<file path="src/sv/markup_line_classifier_defines.svh">
// Assertion macros for the markup line classifier.
// Included by the files that carry concurrent assertions; no other dependencies.
`ifndef MARKUP_LINE_CLASSIFIER_DEFINES_SVH
`define MARKUP_LINE_CLASSIFIER_DEFINES_SVH

`ifndef SYNTHESIS
// Same-cycle implication, disabled during reset.
`define MLC_ASSERT_IMPL(label, clk, rst_n, ante, cons) \
    label: assert property (@(posedge clk) disable iff (!rst_n) (ante) |-> (cons)) \
        else $error("assertion failed: same-cycle implication");
// Next-cycle implication, disabled during reset.
`define MLC_ASSERT_NEXT(label, clk, rst_n, ante, cons) \
    label: assert property (@(posedge clk) disable iff (!rst_n) (ante) |=> (cons)) \
        else $error("assertion failed: next-cycle implication");
`else
`define MLC_ASSERT_IMPL(label, clk, rst_n, ante, cons)
`define MLC_ASSERT_NEXT(label, clk, rst_n, ante, cons)
`endif

`endif

</file>
<file path="src/sv/mlc_pkg.sv">
// Shared types, constants and helpers of the markup line classifier.
// No dependencies; used by mlc_front, mlc_queue, mlc_back and the top level.
`default_nettype none

package mlc_pkg;

    localparam int PREFIX_LEN       = 10;
    localparam int LINE_NUMBER_BITS = 16;
    localparam int PREFIX_IDX_BITS  = $clog2(PREFIX_LEN);
    localparam int KEY_CHARS        = 10;
    localparam int KEY_BITS         = 8 * KEY_CHARS;
    localparam int QUEUE_DEPTH      = 2;
    localparam int QUEUE_PTR_BITS   = $clog2(QUEUE_DEPTH);
    localparam int QUEUE_CNT_BITS   = $clog2(QUEUE_DEPTH + 1);

    typedef enum logic [1:0] {
        CMD_BYTE = 2'd0,
        CMD_EOL  = 2'd1,
        CMD_EOT  = 2'd2
    } cmd_t;

    typedef enum logic [4:0] {
        KIND_EOF           = 5'd0,
        KIND_BLANK         = 5'd1,
        KIND_ANCHOR        = 5'd2,
        KIND_ATTRS         = 5'd3,
        KIND_TITLE         = 5'd4,
        KIND_SECTION       = 5'd5,
        KIND_ADMONITION    = 5'd6,
        KIND_COMMENT       = 5'd7,
        KIND_THEMATIC      = 5'd8,
        KIND_PAGEBREAK     = 5'd9,
        KIND_UL            = 5'd10,
        KIND_OL            = 5'd11,
        KIND_DESCTERM      = 5'd12,
        KIND_CONT          = 5'd13,
        KIND_LISTING       = 5'd14,
        KIND_LITERAL       = 5'd15,
        KIND_QUOTE         = 5'd16,
        KIND_EXAMPLE       = 5'd17,
        KIND_SIDEBAR       = 5'd18,
        KIND_OPEN          = 5'd19,
        KIND_COMMENT_BLOCK = 5'd20,
        KIND_TABLE_DELIM   = 5'd21,
        KIND_TABLE_LINE    = 5'd22,
        KIND_MACRO         = 5'd23,
        KIND_DIRECTIVE     = 5'd24,
        KIND_TEXT          = 5'd25
    } line_kind_t;

    // Snapshot of one finished line, handed from the front to the back.
    typedef struct packed {
        logic                        is_eof;
        logic [15:0]                 line_number;
        logic                        seen;
        logic [PREFIX_LEN-1:0][7:0]  prefix;
        logic [3:0]                  tlen;
        logic [7:0]                  tail_last;
        logic [7:0]                  tail_second;
        logic [1:0]                  colon_run;
        logic                        all_colons;
    } line_snap_t;

    typedef struct packed {
        logic full;
        logic empty;
    } queue_status_t;

    function automatic logic is_space(input logic [7:0] c);
        return (c == 8'd32) || ((c >= 8'd9) && (c <= 8'd13));
    endfunction

    // Fit a line counter value onto the 16-bit result field.
    function automatic logic [15:0] to_line_field(input logic [LINE_NUMBER_BITS-1:0] v);
        logic [31:0] wide;
        wide = 32'(v);
        return wide[15:0];
    endfunction

endpackage

`default_nettype wire

</file>
<file path="src/sv/mlc_if.sv">
// Stream interfaces of the markup line classifier: byte input and line result.
// Depends on nothing but the valid/ready convention.
`default_nettype none

interface mlc_byte_if;
    logic       valid;
    logic       ready;
    logic [1:0] cmd;
    logic [7:0] char_code;

    modport source (output valid, output cmd, output char_code, input ready);
    modport sink   (input valid, input cmd, input char_code, output ready);
endinterface

interface mlc_line_if;
    logic        valid;
    logic        ready;
    logic [4:0]  line_kind;
    logic [15:0] line_number;

    modport source (output valid, output line_kind, output line_number, input ready);
    modport sink   (input valid, input line_kind, input line_number, output ready);
endinterface

`default_nettype wire

</file>
<file path="src/sv/mlc_front.sv">
// Front end: accepts bytes, tracks the trimmed line state, pushes line snapshots.
// Depends on mlc_pkg and mlc_byte_if.
`default_nettype none

module mlc_front (
    input  wire logic                  clk,
    input  wire logic                  rst_n,
    mlc_byte_if.sink                   byte_stream,
    input  wire mlc_pkg::queue_status_t q_status,
    output logic                       push,
    output mlc_pkg::line_snap_t        push_data
);

    logic                                   seen_reg, seen_next;
    logic [mlc_pkg::PREFIX_LEN-1:0][7:0]    prefix_reg, prefix_next;
    logic [3:0]                             pos_reg, pos_next;
    logic [3:0]                             tlen_reg, tlen_next;
    logic [7:0]                             prev_reg, prev_next;
    logic [7:0]                             tail_last_reg, tail_last_next;
    logic [7:0]                             tail_second_reg, tail_second_next;
    logic [1:0]                             colon_reg, colon_next;
    logic                                   allc_reg, allc_next;
    logic [mlc_pkg::LINE_NUMBER_BITS-1:0]   cnt_reg, cnt_next;
    logic [mlc_pkg::LINE_NUMBER_BITS-1:0]   next_num;
    logic                                   accept;
    logic                                   sp;
    logic [7:0]                             c;

    assign byte_stream.ready = !q_status.full;
    assign accept = byte_stream.valid && byte_stream.ready;
    assign c  = byte_stream.char_code;
    assign sp = mlc_pkg::is_space(c);
    assign next_num = (cnt_reg != '1) ? cnt_reg + 1'b1 : cnt_reg;

    always_comb
    begin
        push_data.is_eof      = (byte_stream.cmd == mlc_pkg::CMD_EOT);
        push_data.line_number = mlc_pkg::to_line_field(next_num);
        push_data.seen        = seen_reg;
        push_data.prefix      = prefix_reg;
        push_data.tlen        = tlen_reg;
        push_data.tail_last   = tail_last_reg;
        push_data.tail_second = tail_second_reg;
        push_data.colon_run   = colon_reg;
        push_data.all_colons  = allc_reg;
    end

    always_comb
    begin
        seen_next        = seen_reg;
        prefix_next      = prefix_reg;
        pos_next         = pos_reg;
        tlen_next        = tlen_reg;
        prev_next        = prev_reg;
        tail_last_next   = tail_last_reg;
        tail_second_next = tail_second_reg;
        colon_next       = colon_reg;
        allc_next        = allc_reg;
        cnt_next         = cnt_reg;
        push             = 1'b0;
        if (accept)
        begin
            case (byte_stream.cmd)
                mlc_pkg::CMD_BYTE:
                begin
                    // store a byte once the line has started, up to the prefix depth
                    if ((!sp || seen_reg) && (32'(pos_reg) < mlc_pkg::PREFIX_LEN)
                        && (pos_reg < 4'd15))
                    begin
                        prefix_next[pos_reg[mlc_pkg::PREFIX_IDX_BITS-1:0]] = c;
                    end
                    seen_next = seen_reg | !sp;
                    if (!sp)
                    begin
                        tlen_next        = (pos_reg < 4'd15) ? pos_reg + 4'd1 : 4'd15;
                        tail_second_next = prev_reg;
                        tail_last_next   = c;
                        if (c == ":")
                        begin
                            if (prev_reg == ":")
                                colon_next = (colon_reg < 2'd3) ? colon_reg + 2'd1 : 2'd3;
                            else
                                colon_next = 2'd1;
                        end
                        else
                        begin
                            colon_next = 2'd0;
                            allc_next  = 1'b0;
                        end
                    end
                    if (seen_next && (pos_reg < 4'd15))
                        pos_next = pos_reg + 4'd1;
                    prev_next = c;
                end
                mlc_pkg::CMD_EOL:
                begin
                    push     = 1'b1;
                    cnt_next = next_num;
                end
                mlc_pkg::CMD_EOT:
                begin
                    push     = 1'b1;
                    cnt_next = '0;
                end
                default:
                begin
                end
            endcase
            // drop the line state at either end marker
            if (push)
            begin
                seen_next        = 1'b0;
                pos_next         = 4'd0;
                tlen_next        = 4'd0;
                prev_next        = 8'd0;
                tail_last_next   = 8'd0;
                tail_second_next = 8'd0;
                colon_next       = 2'd0;
                allc_next        = 1'b1;
            end
        end
    end

    always_ff @(posedge clk or negedge rst_n)
    begin
        if (!rst_n)
        begin
            seen_reg        <= 1'b0;
            prefix_reg      <= '0;
            pos_reg         <= 4'd0;
            tlen_reg        <= 4'd0;
            prev_reg        <= 8'd0;
            tail_last_reg   <= 8'd0;
            tail_second_reg <= 8'd0;
            colon_reg       <= 2'd0;
            allc_reg        <= 1'b1;
            cnt_reg         <= '0;
        end
        else
        begin
            seen_reg        <= seen_next;
            prefix_reg      <= prefix_next;
            pos_reg         <= pos_next;
            tlen_reg        <= tlen_next;
            prev_reg        <= prev_next;
            tail_last_reg   <= tail_last_next;
            tail_second_reg <= tail_second_next;
            colon_reg       <= colon_next;
            allc_reg        <= allc_next;
            cnt_reg         <= cnt_next;
        end
    end

endmodule

`default_nettype wire

</file>
<file path="src/sv/mlc_queue.sv">
// Short snapshot queue between the front and the back.
// Depends on mlc_pkg.
`default_nettype none

module mlc_queue (
    input  wire logic                  clk,
    input  wire logic                  rst_n,
    input  wire logic                  push,
    input  wire mlc_pkg::line_snap_t   push_data,
    input  wire logic                  pop,
    output mlc_pkg::line_snap_t        pop_data,
    output mlc_pkg::queue_status_t     q_status
);

    mlc_pkg::line_snap_t                 mem_reg [mlc_pkg::QUEUE_DEPTH];
    logic [mlc_pkg::QUEUE_PTR_BITS-1:0]  wr_ptr_reg, rd_ptr_reg;
    logic [mlc_pkg::QUEUE_CNT_BITS-1:0]  cnt_reg;

    localparam logic [mlc_pkg::QUEUE_PTR_BITS-1:0] LAST_PTR =
        mlc_pkg::QUEUE_PTR_BITS'(mlc_pkg::QUEUE_DEPTH - 1);
    localparam logic [mlc_pkg::QUEUE_CNT_BITS-1:0] FULL_CNT =
        mlc_pkg::QUEUE_CNT_BITS'(mlc_pkg::QUEUE_DEPTH);

    assign q_status.full  = (cnt_reg == FULL_CNT);
    assign q_status.empty = (cnt_reg == '0);
    assign pop_data       = mem_reg[rd_ptr_reg];

    always_ff @(posedge clk)
    begin
        if (push)
            mem_reg[wr_ptr_reg] <= push_data;
    end

    always_ff @(posedge clk or negedge rst_n)
    begin
        if (!rst_n)
        begin
            wr_ptr_reg <= '0;
            rd_ptr_reg <= '0;
            cnt_reg    <= '0;
        end
        else
        begin
            if (push)
                wr_ptr_reg <= (wr_ptr_reg == LAST_PTR) ? '0 : wr_ptr_reg + 1'b1;
            if (pop)
                rd_ptr_reg <= (rd_ptr_reg == LAST_PTR) ? '0 : rd_ptr_reg + 1'b1;
            if (push && !pop)
                cnt_reg <= cnt_reg + 1'b1;
            else if (pop && !push)
                cnt_reg <= cnt_reg - 1'b1;
        end
    end

endmodule

`default_nettype wire

</file>
<file path="src/sv/mlc_back.sv">
// Back end: classifies the head snapshot and holds it in the result register.
// Depends on mlc_pkg and mlc_line_if.
`default_nettype none

module mlc_back (
    input  wire logic                  clk,
    input  wire logic                  rst_n,
    input  wire mlc_pkg::queue_status_t q_status,
    input  wire mlc_pkg::line_snap_t   head,
    output logic                       pop,
    mlc_line_if.source                 line_result
);

    logic                 out_valid_reg;
    mlc_pkg::line_kind_t  out_kind_reg;
    logic [15:0]          out_num_reg;
    mlc_pkg::line_kind_t  kind;

    function automatic logic starts_with(input mlc_pkg::line_snap_t s,
                                         input logic [mlc_pkg::KEY_BITS-1:0] key,
                                         input int n);
        logic ok;
        ok = (32'(s.tlen) >= n);
        for (int i = 0; i < mlc_pkg::KEY_CHARS; i++)
        begin
            if (i < n)
            begin
                if (s.prefix[i] != key[8*(n-1-i) +: 8])
                    ok = 1'b0;
            end
        end
        return ok;
    endfunction

    function automatic logic equals(input mlc_pkg::line_snap_t s,
                                    input logic [mlc_pkg::KEY_BITS-1:0] key,
                                    input int n);
        return (32'(s.tlen) == n) && starts_with(s, key, n);
    endfunction

    // a run of one to six markers followed by whitespace inside the line
    function automatic logic marker_space(input mlc_pkg::line_snap_t s,
                                          input logic [7:0] m);
        logic hit;
        logic run;
        hit = 1'b0;
        for (int j = 1; j <= 6; j++)
        begin
            run = 1'b1;
            for (int k = 0; k < j; k++)
            begin
                if (s.prefix[k] != m)
                    run = 1'b0;
            end
            if (run && (32'(s.tlen) > j) && mlc_pkg::is_space(s.prefix[j]))
                hit = 1'b1;
        end
        return hit;
    endfunction

    function automatic mlc_pkg::line_kind_t classify(input mlc_pkg::line_snap_t s);
        logic [7:0] p0;
        logic [7:0] p1;
        logic       two;
        mlc_pkg::line_kind_t k;
        p0  = s.prefix[0];
        p1  = s.prefix[1];
        two = (s.tlen >= 4'd2);
        if (s.is_eof)
            k = mlc_pkg::KIND_EOF;
        else if (!s.seen)
            k = mlc_pkg::KIND_BLANK;
        else if (starts_with(s, "[[", 2) && (s.tail_second == "]") && (s.tail_last == "]"))
            k = mlc_pkg::KIND_ANCHOR;
        else if (two && (p0 == "[") && (s.tail_last == "]") && (p1 != "["))
            k = mlc_pkg::KIND_ATTRS;
        else if (two && (p0 == ".") && (p1 != ".") && !mlc_pkg::is_space(p1))
            k = mlc_pkg::KIND_TITLE;
        else if (starts_with(s, "ifdef::", 7) || starts_with(s, "ifndef::", 8)
                 || starts_with(s, "endif::", 7))
            k = mlc_pkg::KIND_DIRECTIVE;
        else if ((s.tlen >= 4'd3) && (s.colon_run >= 2'd2) && !s.all_colons)
            k = mlc_pkg::KIND_DESCTERM;
        else if (starts_with(s, "include::", 9))
            k = mlc_pkg::KIND_MACRO;
        else if (starts_with(s, "//", 2) && !equals(s, "////", 4))
            k = mlc_pkg::KIND_COMMENT;
        else if (equals(s, "'''", 3))
            k = mlc_pkg::KIND_THEMATIC;
        else if (starts_with(s, "<<<", 3))
            k = mlc_pkg::KIND_PAGEBREAK;
        else if (marker_space(s, "="))
            k = mlc_pkg::KIND_SECTION;
        else if (marker_space(s, "*"))
            k = mlc_pkg::KIND_UL;
        else if (marker_space(s, "."))
            k = mlc_pkg::KIND_OL;
        else if (equals(s, "+", 1))
            k = mlc_pkg::KIND_CONT;
        else if (equals(s, "|===", 4))
            k = mlc_pkg::KIND_TABLE_DELIM;
        else if (p0 == "|")
            k = mlc_pkg::KIND_TABLE_LINE;
        else if (equals(s, "----", 4))
            k = mlc_pkg::KIND_LISTING;
        else if (equals(s, "....", 4))
            k = mlc_pkg::KIND_LITERAL;
        else if (equals(s, "____", 4))
            k = mlc_pkg::KIND_QUOTE;
        else if (equals(s, "====", 4))
            k = mlc_pkg::KIND_EXAMPLE;
        else if (equals(s, "****", 4))
            k = mlc_pkg::KIND_SIDEBAR;
        else if (equals(s, "--", 2))
            k = mlc_pkg::KIND_OPEN;
        else if (equals(s, "////", 4))
            k = mlc_pkg::KIND_COMMENT_BLOCK;
        else if (starts_with(s, "NOTE:", 5) || starts_with(s, "TIP:", 4)
                 || starts_with(s, "IMPORTANT:", 10) || starts_with(s, "CAUTION:", 8)
                 || starts_with(s, "WARNING:", 8))
            k = mlc_pkg::KIND_ADMONITION;
        else
            k = mlc_pkg::KIND_TEXT;
        return k;
    endfunction

    assign kind = classify(head);
    // advance the head whenever the result register is free or being emptied
    assign pop  = !q_status.empty && (!out_valid_reg || line_result.ready);

    assign line_result.valid       = out_valid_reg;
    assign line_result.line_kind   = out_kind_reg;
    assign line_result.line_number = out_num_reg;

    always_ff @(posedge clk)
    begin
        if (pop)
        begin
            out_kind_reg <= kind;
            out_num_reg  <= head.line_number;
        end
    end

    always_ff @(posedge clk or negedge rst_n)
    begin
        if (!rst_n)
            out_valid_reg <= 1'b0;
        else if (pop)
            out_valid_reg <= 1'b1;
        else if (line_result.ready)
            out_valid_reg <= 1'b0;
    end

endmodule

`default_nettype wire

</file>
<file path="src/sv/markup_line_classifier.sv">
// Top level of the markup line classifier: front end, snapshot queue, back end.
// Depends on mlc_pkg, mlc_if, mlc_front, mlc_queue, mlc_back and the defines header.
`default_nettype none
`include "markup_line_classifier_defines.svh"

// The block takes a text one item per clock: a byte, an end of line or an end
// of text. Each end of line gives one result item with the line's kind and its
// one-based number; an end of text gives kind EOF with the next number and
// restarts numbering at one. Whitespace (bytes 9 to 13 and 32) is trimmed at
// both ends of each line before classification. Byte items cause no result.
// An item is taken whenever the snapshot queue is not full; with the result
// register free, the snapshot of an end of line is queued and then registered
// as a result. The front end updates the line state and
// pushes a snapshot into a two-entry queue; the back end classifies the head of
// the queue with parallel compares straight into the result register. The input
// stalls only when that queue is full, which takes a result held back by the
// sink, so with a ready sink the sustained rate is one item per cycle.
module markup_line_classifier (
    input  wire logic   clk,
    input  wire logic   rst_n,
    mlc_byte_if.sink    byte_stream,
    mlc_line_if.source  line_result
);

    mlc_pkg::queue_status_t  q_status;
    mlc_pkg::line_snap_t     push_data;
    mlc_pkg::line_snap_t     head;
    logic                    push;
    logic                    pop;

    // Front: trim and record the line, hand over a snapshot at each end marker.
    mlc_front u_front (
        .clk        (clk),
        .rst_n      (rst_n),
        .byte_stream(byte_stream),
        .q_status   (q_status),
        .push       (push),
        .push_data  (push_data)
    );

    // Queue: decouple the byte side from a stalled result.
    mlc_queue u_queue (
        .clk        (clk),
        .rst_n      (rst_n),
        .push       (push),
        .push_data  (push_data),
        .pop        (pop),
        .pop_data   (head),
        .q_status   (q_status)
    );

    // Back: classify the head and hold the result until taken.
    mlc_back u_back (
        .clk        (clk),
        .rst_n      (rst_n),
        .q_status   (q_status),
        .head       (head),
        .pop        (pop),
        .line_result(line_result)
    );

    // An accepted end marker always leaves something queued.
    `MLC_ASSERT_NEXT(a_marker_queued, clk, rst_n, push, !q_status.empty)
    // A queued snapshot moves into a free result register at once.
    `MLC_ASSERT_NEXT(a_head_moves, clk, rst_n, !q_status.empty && !line_result.valid, line_result.valid)
    // The queue fills only behind a result that waits to be taken.
    `MLC_ASSERT_IMPL(a_full_needs_result, clk, rst_n, q_status.full, line_result.valid)

endmodule

`default_nettype wire
</file>
<file path="src/flat_wrapper.sv">
// flat-port wrapper written by rule: the top's interface ports become plain ports
module markup_line_classifier_flat 
  (clk, rst_n, byte_stream_valid, byte_stream_cmd, byte_stream_char_code, byte_stream_ready, line_result_valid, line_result_line_kind, line_result_line_number, line_result_ready);
  mlc_byte_if byte_stream_i ();
  mlc_line_if line_result_i ();
  input  wire logic clk;
  input  wire logic rst_n;
  input wire logic [$bits(byte_stream_i.valid)-1:0] byte_stream_valid;
  input wire logic [$bits(byte_stream_i.cmd)-1:0] byte_stream_cmd;
  input wire logic [$bits(byte_stream_i.char_code)-1:0] byte_stream_char_code;
  output wire logic [$bits(byte_stream_i.ready)-1:0] byte_stream_ready;
  output wire logic [$bits(line_result_i.valid)-1:0] line_result_valid;
  output wire logic [$bits(line_result_i.line_kind)-1:0] line_result_line_kind;
  output wire logic [$bits(line_result_i.line_number)-1:0] line_result_line_number;
  input wire logic [$bits(line_result_i.ready)-1:0] line_result_ready;
  assign byte_stream_i.valid = byte_stream_valid;
  assign byte_stream_i.cmd = byte_stream_cmd;
  assign byte_stream_i.char_code = byte_stream_char_code;
  assign byte_stream_ready = byte_stream_i.ready;
  assign line_result_valid = line_result_i.valid;
  assign line_result_line_kind = line_result_i.line_kind;
  assign line_result_line_number = line_result_i.line_number;
  assign line_result_i.ready = line_result_ready;
  markup_line_classifier u_core (.clk(clk), .rst_n(rst_n), .byte_stream(byte_stream_i), .line_result(line_result_i));
endmodule
</file>
<file path="config.mk">
export PLATFORM = sky130hd
export DESIGN_NAME = markup_line_classifier_flat
export DESIGN_NICKNAME = d
export VERILOG_FILES = /design/src/sv/mlc_pkg.sv /design/src/sv/mlc_if.sv /design/src/sv/mlc_front.sv /design/src/sv/mlc_queue.sv /design/src/sv/mlc_back.sv /design/src/sv/markup_line_classifier.sv /design/src/flat_wrapper.sv
export VERILOG_INCLUDE_DIRS = /design/src /design/src/sv
export SDC_FILE = /design/constraint.sdc
export NUM_CORES = 1
export LEC_CHECK = 0
export BUFFER_PORTS_ARGS = -buffer_cell sky130_fd_sc_hd__buf_2
export CAP_MARGIN = 10
export CORE_ASPECT_RATIO = 2
export CORE_UTILIZATION = 40
export DETAILED_ROUTE_END_ITERATION = 7
export PLACE_DENSITY = 0.53
export SYNTH_ARGS = -nofsm -noshare
export SYNTH_HDL_FRONTEND = slang
export SYNTH_SLANG_ARGS = --single-unit
</file>
<file path="constraint.sdc">
create_clock -name clk -period 14.4 [get_ports clk]
set_input_delay 2.88 -clock clk [delete_from_list [all_inputs] [get_ports clk]]
set_output_delay 2.88 -clock clk [all_outputs]
set_load 0.02 [all_outputs]
</file>
==> reports/results.env, run 1 <==
PORTS_PLACED_ON_THE_BOUNDARY=37
ASYNCSETRESETFLOPFRACSYNTH=0.344
FINALWIRELENGTH_MM=57.2
SYNTH_ENABLE_FLOP_CELLS=261
CTSHTREEMAXLEVEL=2
COUNT_OF_MAXIMUM_CAPACITANCE_VIOLATIONS=0
CP_SLOWEST_CELL='buf_4'
YOSYS_REG_BITS=398
FIRST_GLOBAL_VIAS=12500
TRITONCTS='built'
INITIAL_ANTENNA_VIOLATION_COUNT=0
COUNT_OF_HOLD_FIX_BUFFERS_INSERTED_AT_CTS=0
SYNTH_CELL_TYPE_COUNT=87
WORST-PATH-MAX-FANOUT=69
DRV_SLEW=0
FINALPOWER_uW=3530
PLACEMENT.CELL_AREA_SQ_MM=0.0191
DETAIL_ROUTE.FIRST_PASS.ITERATIONS=5
YS_WARN_COUNT=0
DIE_Y_UM=304
FINAL_NETS=1496
INITIALDRTVIOLATIONCOUNT=884
DIE_W_UM=153
WORST-SETUP-PATH-TYPE='input port to flop'
RESULT_OF_THE_RUN='complete, no violations'
SYNTH_TOP_AREA_SHARE=0.429
HOLD_VIOL_FINAL=0
UNREPAIRED_SETUP_ENDPOINTS_AFTER_GLOBAL_ROUTING='no'
CTSROOTBUFFERMASTER='clkbuf_16'
NUMBER_OF_FILL_CELLS=4036
POST_DP_HPWL_MM=41.8
SYNTH_AREA_SQ_MM=0.0183
WORST-SLEW-PIN-TRANSITION_NS=1.20
TNS_NS=0
POST-SYNTH-TOP-AREA-CELL='edfxtp_1'
DP_CELLS=1995
GRT_START_MAX_NET_PINS=164
DETAILROUTE.VIA_COUNT=12500
WORSTPATHARRIVAL_NS=5.63
DETAIL-ROUTE-ANTENNA-NETS=0
DIE-AREA_SQ_MM=0.0466
POSTSYNTHNETCOUNT=1452
USE_MET2=0.482
WORSTPATHCELLLIST='buf_2 > inv_1 > ha_1 > nand3_1 > buf_4 > nor2_4 > buf_4 > buf_4'
LARGEST_REGISTER_FF_COUNT=240
CLOCK_PATH_BUFFERS=3
PLEAK_uW=0.00746
TIMING.FMAX_MHz=183
GRT_PASS1_WL_MM=83.2
DETAIL_ROUTE.WL_PER_CELL_UM=27.8
WORSTPATHBUFFERINVERTERCOUNT=5
CRITPATHREQUIREDTIME_NS=14.55
CTS.REPORTEDPATHS.CLKPINSLEW_NS=0.07
SYNTH_SEQ_AREA_SHARE=0.617
CRITICAL-PATH-TOP-DELAY-FAMILY='buffers and inverters'
CELLPOWERDENSITY_mW_PER_MM2=174
CRITICAL_HOLD_PATH_STARTPOINT='u_core.u_front.cnt_reg[10]$_DFFE_PN0P_'
SYN_AVG_CELL_AREA_SQ_UM=12.8
FINAL_STD_CELLS_W_O_FILL=2061
POST_CTS_SETUP_BUFFER_COUNT=0
MAX-VDD-IR-DROP_uV=151
CTS_MADE_BUFFERS=36
SYNTH_CELLS=1429
LAYOUT-DRIVE-GT1-SHARE=0.178
GRT_USE_TOTAL=0.248
DRT_DRC_VIOLATIONS_LEFT=0
GP_ROUTABILITY_CONGESTION=1.07
START_KIND='input port'
CLOCK_INSERTION_DELAY_WORST_SKEW_NS=0.53
SYN2LAYOUT_AREA_GROWTH_PCT=11.1
GLOBAL_ROUTE.OVERFLOW_TOTAL=0
ENDPOINT_KIND='flop'
DESIGN.CORE.AREA_SQ_MM=0.0450
CTS.SINKS=398
VIAS_PER_CELL=6.06
PORT_BUFFERS=36
CLOCK-SKEW-FINAL_NS=0.0249
MAX_STAGE_DELAY_NS=0.75
GRT_MET1_USE=0.253
PLACEMENTROWS=110
POST-ROUTE-CELL-AREA_SQ_MM=0.0203
MET3_ROUTING_RESOURCE_USAGE_AFTER_GLOBAL_ROUTING=0.0249
REGTOREGSTARTPOINT='u_core.u_queue.rd_ptr_reg$_DFFE_PN0P_'
FINALSETUPVIOLATIONS=0
MOST_HEAVILY_USED_METAL_LAYER_IN_GLOBAL_ROUTING='met2'
SLEW_HEADROOM=0.202
WORST_SETUP_PATH_STARTPOINT='byte_stream_cmd[0]'
CPMOSTUSEDCELL='buf_4'
FIN_CRIT_SH=0.380
SYNTH.TOP_CELLS.BY_AREA='edfxtp_1 43%, dfrtp_1 19%, mux2_2 6.4%'
CTS.REPAIR.RESIZED=0
TIMING.FINAL.CRIT_PERIOD_NS=5.48
HOLD_PATH_CLASS='flop to flop'
INITIAL_UTILIZATION=0.406
DOMINANTREGCELLSYNTH='edfxtp_1'
## kinds of logic after synthesis
kind of cell             synth area share
AND/OR/NAND/NOR                     0.174
AO/OA/AOI/OAI                       0.102
adder cells (fa/ha/maj)           0.00617
XOR/XNOR                          0.00767
flip-flops                          0.617
buffers and inverters              0.0229
multiplexers                       0.0702
## worst min-delay path: cells and delay by family (launching register included)
kind / cells / cell delay [ns]
flip-flops: 1 / 0.34
AND/OR/NAND/NOR: 2 / 0.10
## through the flow
step | hold slack (ns) | util | worst slack, ns
5_1_grt | 0.482 | 0.451 | 8.72
4_1_cts | 0.468 | 0.451 | 8.93
3_5_place_dp | 0.453 | 0.424 | 8.37
6_report | 0.471 | 0.451 | 8.92
3_3_place_gp | 0.447 | 0.424 | 8.42
2_1_floorplan | 0.438 | - | 4.97
## cell usage after synthesis, types with 10 or more instances
cell        n
or3_1      14
nor3_1     57
o32ai_1    15
dfrtp_1   136
inv_1      41
nand3b_1   35
nor2_1     70
nor3b_1    12
nor4_1     19
buf_2      13
o21ai_0    38
nand4_1    31
nand3_1    48
mux2i_1    11
mux2_2    104
a22oi_1    16
a21oi_1    33
a22o_1     26
nor4bb_1   13
nor4b_1    12
nor2b_1    12
o31ai_1    13
xnor2_1    13
clkbuf_1   23
nand2b_1   16
or3b_2     19
a31oi_1    10
edfxtp_1  261
nand2_1   120
## routing by layer
| metal | share of wire | wire, um | vias up |
|---|---|---|---|
| met5 | 0 | 0 | - |
| met4 | 0.059 | 3400 | 0 |
| met3 | 0.032 | 1850 | 148 |
| met2 | 0.56 | 32200 | 394 |
| met1 | 0.35 | 19800 | 6302 |
| li1 | - | - | 5653 |
## worst paths after layout
kind | depth (start not counted) | slack (ns) | endpoint
setup reg to reg | 10 | 9.25 | u_core.u_back.line_result.line_kind[3]$_SDFFCE_PP0P_
hold / removal | 2 | 0.47 | u_core.u_front.cnt_reg[10]$_DFFE_PN0P_
max in group asynchronous | 2 | 10.74 | u_core.u_front.push_data[63]$_DFFE_PN0P_
setup / recovery | 8 | 8.92 | u_core.u_queue.mem_reg[0][11]$_DFFE_PP_
min in group asynchronous | 1 | 2.42 | u_core.u_front.cnt_reg[4]$_DFFE_PN0P_
hold reg to reg | 2 | 0.47 | u_core.u_front.cnt_reg[10]$_DFFE_PN0P_
## where the power goes
| part | switching, uW | internal (uW) |
|---|---|---|
| combinational | 574 | 283 |
| sequential | 179 | 1520 |
| clock | 430 | 545 |
## cell usage in the layout, fill, tap and decap left out, types with 10 or more instances in the layout
cell type,Yosys,routed
mux2_2,104,104
a22o_1,26,26
nand3b_1,35,35
or3_1,14,14
nor3_1,57,55
nor4b_1,12,12
or3b_2,19,19
dfrtp_1,136,135
buf_4,9,19
nand2b_1,16,16
o21ai_0,38,37
nor4_1,19,18
inv_1,41,41
edfxtp_1,261,261
a31oi_1,10,10
a21oi_1,33,33
nor4bb_1,13,13
nand3_1,48,48
nor2_1,70,68
clkbuf_16,0,36
mux2i_1,11,11
xnor2_1,13,13
o32ai_1,15,15
nor2b_1,12,12
nor3b_1,12,12
a22oi_1,16,16
o31ai_1,13,13
buf_2,13,35
nand4_1,31,31
nand2_1,120,120
## cell type report
class                   instances  area, sq um  area share
diodes                          1         2.50    0.000123
clock buffers                  44          971      0.0478
clock inverters                21          235      0.0116
inverters                      42          158     0.00777
multi-input cells             939         6610       0.326
flip-flops and latches        398        11300       0.555
well taps                     560          701      0.0345
repair buffers                 56          349      0.0172
(Power assumes the default switching activity.)
==> run 2: changes to the inputs <==
Settings changed: PLACE_DENSITY 0.53 to 0.55.
Clock period 14.4 ns to 4.5 ns, I/O delays scaled along.
==> reports/results.env, run 2 (synthesis results as in run 1) <==
SYN2LAYOUT_AREA_GROWTH_PCT=12.5
INITIALDRTVIOLATIONCOUNT=815  # -7.8%
ENDPOINT_KIND='flop'
DIE_W_UM=153  # unchanged
VIAS_PER_CELL=5.99  # -1.2%
PLACEMENTROWS=110  # unchanged
CTS.SINKS=398  # unchanged
CTSROOTBUFFERMASTER='clkbuf_16'
LARGEST_REGISTER_FF_COUNT=240  # unchanged
DETAIL-ROUTE-ANTENNA-NETS=0  # unchanged
LAYOUT.CELLS.MOST_COMMON='edfxtp_1'
SLEW_HEADROOM=0.329  # +0.127
DP_SLACK_NS=0.397  # -7.97 ns
UNREPAIRED_SETUP_ENDPOINTS_AFTER_GLOBAL_ROUTING='no'
FIRST_GLOBAL_VIAS=13000  # +4.1%
TRITONCTS='built'
PORT_BUFFERS=36  # unchanged
CTS.REPORTEDPATHS.CLKPINSLEW_NS=0.07  # about the same
CTS_MADE_BUFFERS=35  # -2.8%
HOLD_PATH_CLASS='input port to async pin'
GRT_USE_TOTAL=0.252  # +0.00346
INITIAL_ANTENNA_VIOLATION_COUNT=0  # unchanged
WORST-SLEW-PIN-TRANSITION_NS=0.998  # -0.200 ns
DIE_Y_UM=304  # unchanged
CLOCK_PATH_BUFFERS=3  # unchanged
DETAIL_ROUTE.FIRST_PASS.ITERATIONS=6  # +1
POST_DP_HPWL_MM=43.9  # +4.9%
CRITPATHREQUIREDTIME_NS=4.84  # -9.71 ns
NUMBER_OF_FILL_CELLS=4037  # +0.025%
LAYOUT-DRIVE-GT1-SHARE=0.192  # +0.0139
DRV_SLEW=0  # unchanged
DRT_DRC_VIOLATIONS_LEFT=0  # unchanged
CELLPOWERDENSITY_mW_PER_MM2=544  # +210%
INITIAL_UTILIZATION=0.406  # unchanged
PLACEMENT.CELL_AREA_SQ_MM=0.0194  # +1.8%
COUNT_OF_MAXIMUM_CAPACITANCE_VIOLATIONS=0  # unchanged
HOLD_VIOL_FINAL=0  # unchanged
LAYOUT_COMMON_CELLS='261 x edfxtp_1, 135 x dfrtp_1, 120 x nand2_1, 104 x mux2_2, 68 x nor2_1'
DETAILROUTE.VIA_COUNT=12600  # +0.50%
CLOCK_INSERTION_DELAY_WORST_SKEW_NS=0.53  # about the same
WORSTPATHARRIVAL_NS=4.51  # -1.12 ns
PORTS_PLACED_ON_THE_BOUNDARY=37  # unchanged
FIN_CRIT_SH=0.927
SETUP_WS_NS=0.329  # -8.59 ns
GP_ROUTABILITY_CONGESTION=1.00  # -6.5%
WORSTREGTOREGCELLS=10  # unchanged
WHS_NS=0.383  # -0.0875 ns
FINALWIRELENGTH_MM=57.8  # +1.0%
FINALSETUPVIOLATIONS=0  # unchanged
POST-ROUTE-CELL-AREA_SQ_MM=0.0205  # +1.2%
DETAIL_ROUTE.WL_PER_CELL_UM=27.6  # -0.71%
GRT_START_MAX_NET_PINS=82  # -50%
CTSHTREEMAXLEVEL=2  # unchanged
PLEAK_uW=0.00762  # +2.1%
TIMING.FINAL.CRIT_PERIOD_NS=4.17
RESULT_OF_THE_RUN='complete, no violations'
MAX-VDD-IR-DROP_uV=356  # +140%
DIE-AREA_SQ_MM=0.0466  # unchanged
GRT_PASS1_WL_MM=84.4  # +1.4%
START_KIND='flop'
POST_CTS_SETUP_BUFFER_COUNT=0  # unchanged
WORST-PATH-MAX-FANOUT=71  # +2.9%
DESIGN.CORE.AREA_SQ_MM=0.0450  # unchanged
FINAL_NETS=1534  # +2.5%
GLOBAL_ROUTE.OVERFLOW_TOTAL=0  # unchanged
TIMING.FMAX_MHz=240
WORST-SETUP-PATH-TYPE='flop to flop'
CLOCK-SKEW-FINAL_NS=0.0221  # -0.00289 ns
NUM_ANTENNA_CELLS=0  # -1
## run 2: what timing repair did
| action | 4_1_cts | 5_1_grt |
|---|---|---|
| gates resized for setup | 0 | 1 |
| hold buffers | 0 | 0 |
| setup endpoints to repair | 0 | 3 |
## run 2: where the power goes
group	internal, uW	switching (uW)	leakage (uW)
clock	1640	1310	0.000539
combinational	997	1760	0.00282
sequential	4840	629	0.00426
## run 2: path summary, 6_finish.rpt
kind / from / to / slack [ns]
hold reg to reg: u_core.u_front.push_data[96]$_DFFE_PN0P_ / u_core.u_queue.mem_reg[0][96]$_DFFE_PP_ / 0.46
max in group asynchronous: rst_n / u_core.u_front.allc_reg$_DFFE_PN1P_ / 3.17
setup / recovery: u_core.u_queue.rd_ptr_reg$_DFFE_PN0P_ / u_core.u_back.line_result.line_kind[2]$_SDFFCE_PP0P_ / 0.33
min in group clk: u_core.u_front.push_data[96]$_DFFE_PN0P_ / u_core.u_queue.mem_reg[0][96]$_DFFE_PP_ / 0.46
hold / removal: rst_n / u_core.u_front.cnt_reg[4]$_DFFE_PN0P_ / 0.38
setup reg to reg: u_core.u_queue.rd_ptr_reg$_DFFE_PN0P_ / u_core.u_back.line_result.line_kind[2]$_SDFFCE_PP0P_ / 0.33
## run 2: critical path: stages (launching register included)
cell and delay [ns]:
dfrtp_4 0.87, buf_4 0.40, nand3b_1 0.17, a22o_1 0.27, or3_1 0.49, or3_1 0.48, a2111oi_0 0.52, nor4b_1 0.15
o2111ai_2 0.26, nor2_1 0.09, a211oi_2 0.24
## run 2: per-layer routing
layer | vias up | wire [um] | track usage
met3 | 155 | 1740 | 0.0219
met2 | 361 | 32400 | 0.492
met5 | - | 0 | 0
met4 | 0 | 4210 | 0.173
met1 | 6313 | 19500 | 0.245
li1 | 5731 | - | -
## run 2: metrics by stage
step | utilization | instances | total power (uW) | setup TNS, ns
floorplan | - | 1429 | 7130 | -225.42
global placement | 0.432 | 2034 | 8240 | 0
detailed placement | 0.432 | 2034 | 8280 | 0
CTS | 0.456 | 2097 | 11200 | 0
global route | 0.456 | 2097 | 11600 | 0
finish | 0.456 | 2097 | 11200 | 0
## run 2: area by class of cell
type	count	area [sq um]	share of cell area
Inverter	42	158	0.00768
Timing Repair Buffer	95	692	0.0337
Sequential cell	398	11300	0.549
Clock buffer	44	920	0.0448
Tap cell	560	701	0.0341
Clock inverter	19	190	0.00926
Multi-Input combinational cell	939	6610	0.322
